<file path="src/rtl/cle_pkg.sv">
// Shared constants and types for the console line editor.
package cle_pkg;

    localparam int DEFAULT_BUFFER_DEPTH = 128;

    localparam logic [1:0] CMD_KEY   = 2'd0;
    localparam logic [1:0] CMD_READ  = 2'd1;
    localparam logic [1:0] CMD_WRITE = 2'd2;

    localparam logic [2:0] KIND_SENT  = 3'd0;
    localparam logic [2:0] KIND_ERASE = 3'd1;
    localparam logic [2:0] KIND_CHAR  = 3'd2;
    localparam logic [2:0] KIND_NONE  = 3'd3;
    localparam logic [2:0] KIND_EOF   = 3'd4;

    localparam logic [7:0] KEY_NUL    = 8'h00;
    localparam logic [7:0] KEY_CTRL_D = 8'h04;
    localparam logic [7:0] KEY_CTRL_H = 8'h08;
    localparam logic [7:0] KEY_LF     = 8'h0a;
    localparam logic [7:0] KEY_CR     = 8'h0d;
    localparam logic [7:0] KEY_CTRL_P = 8'h10;
    localparam logic [7:0] KEY_CTRL_U = 8'h15;
    localparam logic [7:0] KEY_DEL    = 8'h7f;

    typedef struct packed {
        logic [2:0] kind;
        logic [7:0] byte_res;
        logic [7:0] erase_count;
        logic       last;
    } result_t;

endpackage

</file>
<file path="src/rtl/console_line_editor.sv">
// Canonical-mode console line editor: ring buffer in one RAM plus a two-word result queue.
//
// Each input word is handled in two steps: the accept edge reads the line RAM at the read
// pointer, and the execute step applies the edit, writes the RAM and pushes up to two
// result words (newline echoes as CR then LF) into a two-entry output queue. A new word
// is accepted while results are still waiting to be taken, but not while the last word is
// still in execute; the execute step holds only while the queue lacks room for its results.
module console_line_editor #(
    parameter int BUFFER_DEPTH = cle_pkg::DEFAULT_BUFFER_DEPTH
) (
    input  logic       clk,
    input  logic       rst_n,
    input  logic       item_valid,
    output logic       item_ready,
    input  logic [1:0] cmd,
    input  logic [7:0] data,
    input  logic       first_of_read,
    output logic       res_valid,
    input  logic       res_ready,
    output logic [2:0] kind,
    output logic [7:0] byte_res,
    output logic [7:0] erase_count,
    output logic       last
);
    import cle_pkg::*;

    localparam int AW = (BUFFER_DEPTH > 1) ? $clog2(BUFFER_DEPTH) : 1;
    localparam int IW = $clog2(2 * BUFFER_DEPTH);
    localparam logic [IW:0]   SPAN    = (IW + 1)'(2 * BUFFER_DEPTH);
    localparam logic [IW-1:0] DEPTH_I = IW'(BUFFER_DEPTH);
    localparam logic [IW-1:0] DEPTH_M = IW'(BUFFER_DEPTH - 1);
    localparam logic [IW-1:0] LAST_I  = IW'(2 * BUFFER_DEPTH - 1);

    function automatic logic [AW-1:0] addr_of(input logic [IW-1:0] v);
        logic [IW-1:0] a;
        a = (v >= DEPTH_I) ? v - DEPTH_I : v;
        return a[AW-1:0];
    endfunction

    function automatic logic [IW-1:0] idx_inc(input logic [IW-1:0] v);
        return (v == LAST_I) ? '0 : v + 1'b1;
    endfunction

    function automatic logic [IW-1:0] idx_dec(input logic [IW-1:0] v);
        return (v == '0) ? LAST_I : v - 1'b1;
    endfunction

    function automatic logic [IW-1:0] idx_dist(input logic [IW-1:0] a,
                                               input logic [IW-1:0] b);
        logic [IW:0] d;
        d = {1'b0, a} - {1'b0, b};
        if (d[IW])
        begin
            d = d + SPAN;
        end
        return d[IW-1:0];
    endfunction

    function automatic logic [7:0] sat8(input logic [IW-1:0] v);
        logic [IW+8:0] w;
        w = (IW + 9)'(v);
        return (w > (IW + 9)'(255)) ? 8'hff : w[7:0];
    endfunction

    logic [7:0]    mem [BUFFER_DEPTH];

    logic [IW-1:0] read_reg, read_next;
    logic [IW-1:0] commit_reg, commit_next;
    logic [IW-1:0] edit_reg, edit_next;
    logic          busy_reg;
    logic [1:0]    cmd_reg;
    logic [7:0]    data_reg;
    logic          first_reg;
    logic [7:0]    rdata_reg;
    result_t       slot_reg [2];
    result_t       slot_next [2];
    logic [1:0]    cnt_reg, cnt_next;

    logic          wr_en;
    logic [AW-1:0] wr_addr;
    logic [7:0]    wr_byte;
    logic          echo_en;
    logic [7:0]    echo_byte;
    logic [1:0]    need;
    result_t       r0, r1;
    logic          pop, accept, exec_fire;
    logic [1:0]    cnt_pop;
    logic [2:0]    room_sum;
    logic [IW-1:0] fill;

    assign item_ready  = !busy_reg;
    assign accept      = item_valid && item_ready;
    assign res_valid   = (cnt_reg != 2'd0);
    assign pop         = res_valid && res_ready;
    assign kind        = slot_reg[0].kind;
    assign byte_res    = slot_reg[0].byte_res;
    assign erase_count = slot_reg[0].erase_count;
    assign last        = slot_reg[0].last;

    assign cnt_pop   = cnt_reg - {1'b0, pop};
    assign room_sum  = {1'b0, cnt_pop} + {1'b0, need};
    assign exec_fire = busy_reg && (room_sum <= 3'd2);
    assign fill      = idx_dist(edit_reg, read_reg);

    always_comb
    begin
        read_next   = read_reg;
        commit_next = commit_reg;
        edit_next   = edit_reg;
        wr_en       = 1'b0;
        wr_addr     = addr_of(edit_reg);
        wr_byte     = data_reg;
        echo_en     = 1'b0;
        echo_byte   = data_reg;
        need        = 2'd0;
        r0          = '0;
        r1          = '0;
        case (cmd_reg)
            CMD_KEY:
            begin
                if (data_reg == KEY_CTRL_P)
                begin
                    need = 2'd0;
                end
                else if (data_reg == KEY_CTRL_U)
                begin
                    edit_next = commit_reg;
                    need      = 2'd1;
                    r0        = '{kind: KIND_ERASE, byte_res: 8'h00,
                                  erase_count: sat8(idx_dist(edit_reg, commit_reg)),
                                  last: 1'b1};
                end
                else if (data_reg == KEY_CTRL_H || data_reg == KEY_DEL)
                begin
                    need = 2'd1;
                    r0   = '{kind: KIND_ERASE, byte_res: 8'h00, erase_count: 8'h00,
                             last: 1'b1};
                    if (edit_reg != commit_reg)
                    begin
                        edit_next      = idx_dec(edit_reg);
                        r0.erase_count = 8'h01;
                    end
                end
                else if (data_reg != KEY_NUL && fill < DEPTH_I)
                begin
                    wr_byte   = (data_reg == KEY_CR) ? KEY_LF : data_reg;
                    wr_en     = 1'b1;
                    edit_next = idx_inc(edit_reg);
                    echo_en   = 1'b1;
                    echo_byte = wr_byte;
                    if (wr_byte == KEY_LF || wr_byte == KEY_CTRL_D || fill == DEPTH_M)
                    begin
                        commit_next = idx_inc(edit_reg);
                    end
                end
            end
            CMD_READ:
            begin
                need = 2'd1;
                if (read_reg == commit_reg)
                begin
                    r0 = '{kind: KIND_NONE, byte_res: 8'h00, erase_count: 8'h00,
                           last: 1'b1};
                end
                else if (rdata_reg == KEY_CTRL_D)
                begin
                    r0 = '{kind: KIND_EOF, byte_res: 8'h00, erase_count: 8'h00,
                           last: 1'b1};
                    if (first_reg)
                    begin
                        read_next = idx_inc(read_reg);
                    end
                end
                else
                begin
                    r0 = '{kind: KIND_CHAR, byte_res: rdata_reg, erase_count: 8'h00,
                           last: 1'b1};
                    read_next = idx_inc(read_reg);
                end
            end
            CMD_WRITE:
            begin
                echo_en   = 1'b1;
                echo_byte = data_reg;
            end
            default:
            begin
                need = 2'd0;
            end
        endcase
        if (echo_en)
        begin
            if (echo_byte == KEY_LF)
            begin
                need = 2'd2;
                r0   = '{kind: KIND_SENT, byte_res: KEY_CR, erase_count: 8'h00,
                         last: 1'b0};
                r1   = '{kind: KIND_SENT, byte_res: KEY_LF, erase_count: 8'h00,
                         last: 1'b1};
            end
            else
            begin
                need = 2'd1;
                r0   = '{kind: KIND_SENT, byte_res: echo_byte, erase_count: 8'h00,
                         last: 1'b1};
            end
        end
    end

    // result queue: shift toward the head on pop, then append
    always_comb
    begin
        slot_next[0] = slot_reg[0];
        slot_next[1] = slot_reg[1];
        cnt_next     = cnt_pop;
        if (pop)
        begin
            slot_next[0] = slot_reg[1];
        end
        if (exec_fire && need != 2'd0)
        begin
            if (cnt_pop == 2'd0)
            begin
                slot_next[0] = r0;
            end
            else
            begin
                slot_next[1] = r0;
            end
            if (need == 2'd2)
            begin
                slot_next[1] = r1;
            end
            cnt_next = 2'(room_sum);
        end
    end

    always_ff @(posedge clk or negedge rst_n)
    begin
        if (!rst_n)
        begin
            read_reg   <= '0;
            commit_reg <= '0;
            edit_reg   <= '0;
            busy_reg   <= 1'b0;
            cnt_reg    <= 2'd0;
        end
        else
        begin
            if (accept)
            begin
                busy_reg <= 1'b1;
            end
            else if (exec_fire)
            begin
                busy_reg <= 1'b0;
            end
            if (exec_fire)
            begin
                read_reg   <= read_next;
                commit_reg <= commit_next;
                edit_reg   <= edit_next;
            end
            cnt_reg <= cnt_next;
        end
    end

    always_ff @(posedge clk)
    begin
        if (accept)
        begin
            cmd_reg   <= cmd;
            data_reg  <= data;
            first_reg <= first_of_read;
        end
        slot_reg[0] <= slot_next[0];
        slot_reg[1] <= slot_next[1];
    end

    // line RAM: read at accept, written on execute
    always_ff @(posedge clk)
    begin
        if (accept)
        begin
            rdata_reg <= mem[addr_of(read_reg)];
        end
        if (exec_fire && wr_en)
        begin
            mem[wr_addr] <= wr_byte;
        end
    end

endmodule
</file>
<file path="config.mk">
export PLATFORM = sky130hd
export DESIGN_NAME = console_line_editor
export DESIGN_NICKNAME = d
export VERILOG_FILES = /design/src/rtl/cle_pkg.sv /design/src/rtl/console_line_editor.sv
export SDC_FILE = /design/constraint.sdc
export NUM_CORES = 1
export LEC_CHECK = 0
export ABC_AREA = 0
export BUFFER_PORTS_ARGS = -buffer_cell sky130_fd_sc_hd__buf_2
export CORE_ASPECT_RATIO = 1.5
export CORE_MARGIN = 3
export CORE_UTILIZATION = 45
export CTS_CLUSTER_DIAMETER = 150
export DETAILED_ROUTE_END_ITERATION = 7
export SYNTH_ARGS = -nofsm -noshare
export SYNTH_HDL_FRONTEND = slang
export SYNTH_SLANG_ARGS = --single-unit
</file>
<file path="constraint.sdc">
create_clock -name clk -period 6.6 [get_ports clk]
set_input_delay 0 -clock clk [delete_from_list [all_inputs] [get_ports clk]]
set_output_delay 0 -clock clk [all_outputs]
set_load 0.005 [all_outputs]
</file>
==> impl_metrics.ini <==
[floorplan]
io_pins = 37
core_region_area_um2 = 98620
die_h_um = 392.0
die-width_um = 263.4
num_rows = 141
start_util = 0.4533
dieArea_um2 = 103200

[clocking]
cts_buffers = 100
cts.sinks = 1110
root_buffer = clkbuf_16
clock_latency_ns = 0.69
clock_path_buffers = 3
cts.htree.levels = 3
tritoncts = built
clkTransAtPathRegs_ns = 0.06

[hold_path]
hp-class = primary input to flip-flop

[setup_path]
timing.rr.end = mem[117][5]
end_kind = flip-flop
regToRegSetupSlack_ns = 0.65
cp.required_ns = 6.90
path_max_fanout = 54
slowest_stage = nor2_1
crit_path_start = data_reg[4]
path_cells = buf_4 > nand2b_1 > nor4b_2 > nand2_1 > a31oi_1 > a31o_1 > ha_1 > inv_1 > fa_1 > o211a_1 > nand3_1 > nor2_4 > nand3_1 > nor2_1
cp-endpoint = mem[117][5]
critical_path_arrival_ns = 6.25
rr_startpoint = data_reg[4]
start_kind = flip-flop
max_stage_delay_ns = 0.68
cpMostUsedCell = nand3_1
crit_type = flip-flop to flip-flop
worst-r2r-cell-count = 14

[synth]
synth_nets = 2276
synth_common_cells = edfxtp_1, mux4_2, nor2_1
yosys.cell_types.count = 73
synth_area_per_cell_um2 = 19.98
syn_area_um2 = 44710
synth.area.top_cells = edfxtp_1, mux4_2, dfrtp_1
synth_flop_cell = edfxtp_1
seq_area_frac_synth = 0.7380
yosysTopAreaCell = edfxtp_1
ys_ff_latch = 1110
async_reset_ff_frac = 0.02432
netlist.area_leader.share = 0.7140
yosysWarnings = 0
yosysMostFrequentCell = edfxtp_1
syn_inst = 2238
synth_edf_count = 1063

[sta]
maxSlewViolCount = 0
fmaxAchievable_ghz = 0.1682
grt_setup_unrepaired = no
setup_violations = 0
finalCritPeriodShare = 0.9010
fin_skew_ns = 0.02991
hold_violations = 0
tns_ns = 0
tightest_slew_ns = 1.205
relSlewSlack = 0.1964
period_minus_slack_ns = 5.946

[place]
portBuffers = 36
finalWeightedCongestion = 0.8633
dp_hpwl_mm = 66.89

[power]
vdd_drop_max_mv = 0.3906
powerDensity_nw_per_um2 = 401.9
total_leakage_power_uw = 0.01573
comb_power_share = 0.288
swShare = 0.3020
switchingPower_uw = 6058
intPower_uw = 14000
seq_power_share = 0.415
total_power_uw = 20060
power.share.clock = 0.297

[outcome]
status = complete, no violations

[drt]
vias = 21982
wl_mm = 108.0
drt_pass1_iterations = 6
wire_per_inst_um = 29.37
viasPerCell = 5.978
drcViolationCount = 0
drt_first_iter_violations = 1947
antenna_left = 0

[global_routing]
grt_pass1_wl_mm = 160.6
grt_pass1_vias = 22965
gr-total-overflow = 0
antenna_found_initial = 1
grt_max_degree = 139
grt.total_usage = 0.2122

[final_layout]
area_growth_pct = 11.64
fillers = 7772
fin_nets = 2346
multi_input_area_um2 = 11010
seqCellArea_um2 = 33010
drive_above_1_share = 0.2578
largest_reg_flops = 1024

[flow_run]
drv_cap = 0
worst min-delay path by stage:
stage / start / end / cells after the start
finish: data[2] / data_reg[2] / 2
global route: first_of_read / first_reg / 2
CTS: data[2] / data_reg[2] / 2
detailed placement: rst_n / commit_reg[2] / 1
global placement: rst_n / commit_reg[2] / 1
floorplan: rst_n / busy_reg / 0
stage by stage:
stage                     setup slack, ns  cell area, µm²  instances    util  hold slack (ns)
after floorplan                    0.6598           44710       2238       -          -0.2956
after global placement             0.3429           46350       3475  0.4700          0.07917
after detailed placement           0.1907           46350       3475  0.4700          0.08046
after CTS                          0.2177           49900       3676  0.5060         0.001105
after global routing               0.3460           49910       3676  0.5061          0.03751
final                              0.6535           49910       3677  0.5061          0.04583
layout make-up:
| type | instances | share of cell area |
|---|---|---|
| Antenna cell | 1 | 0.00005014 |
| Clock buffer | 118 | 0.05335 |
| Clock inverter | 65 | 0.01396 |
| Inverter | 29 | 0.002231 |
| Multi-Input combinational cell | 961 | 0.2206 |
| Sequential cell | 1110 | 0.6613 |
| Tap cell | 1287 | 0.03226 |
| Timing Repair Buffer | 106 | 0.01624 |
routing by layer:
metal  vias up  global-route usage  routed length [µm]
met5         -                   0                   0
met4         0             0.08316                4263
met3       202             0.03481                5972
met2       801              0.3725               56880
met1     11683              0.2645               40890
li1       9296                   -                   -
placed cells by master (no fill, tap or decap), types with 9 or more instances in the layout:
cell           synthesis  routed
a21oi_1               28      28
a22o_1                12      12
a22oi_1               10      10
a31oi_1               14      14
a32oi_1                9       9
and2_1                12      10
and3_1                10      10
buf_2                 39      36
buf_4                 22      48
bufinv_16              0      11
clkbuf_1              64      11
clkbuf_16              0     102
clkinv_1               1      13
clkinv_2               0      13
clkinvlp_4             0      13
dfrtp_1               27      24
dfxtp_1               20      20
dlygate4sd3_1          0      17
edfxtp_1            1063    1063
ha_1                  20      20
inv_1                 28      27
mux2_2                23      23
mux2_4                17      17
mux2i_1               25      25
mux4_2               296     296
nand2_1               93      93
nand3_1               37      33
nor2_1               165     165
nor2b_1               13      12
nor3_1                14      14
o21ai_0               19      19
xnor2_1               16      16
xor2_1                13      13
cells by family after synthesis:
kind of cell | count (synthesis) | share of synthesized area
muxes | 362 | 0.1665
adders and majority gates | 23 | 0.006941
xor gates and xnor gates | 29 | 0.005681
DFF | 1110 | 0.7380
buffers and inverters | 167 | 0.01749
and+or+nand+nor | 396 | 0.04114
AOI/OAI and AO/OA | 151 | 0.02418
power by group through the flow:
stage	clock, µW	combinational (µW)	sequential [µW]
6_report	5950	5770	8330
5_1_grt	6350	6130	8350
4_1_cts	6070	5860	8330
3_5_place_dp	0	5840	8490
3_3_place_gp	0	5800	8480
2_1_floorplan	0	4000	8480
critical path, delay by kind of cell, from the launching register on:
family / cells / cell delay, ns
AND/OR/NAND/NOR: 7 / 2.83
AO/OA/AOI/OAI: 3 / 1.01
adder cells (fa/ha/maj): 2 / 0.76
buffers and inverters: 2 / 0.55
flip-flops: 1 / 0.40
repair_timing:
action | CTS | global route
resized for setup | 0 | 1
hold buffers | 18 | 0
endpoints found under the hold margin | 64 | 0
endpoints found under the setup margin | 0 | 165
buffers inserted | 0 | 0
No activity file was read; power rests on OpenSTA's default activity.
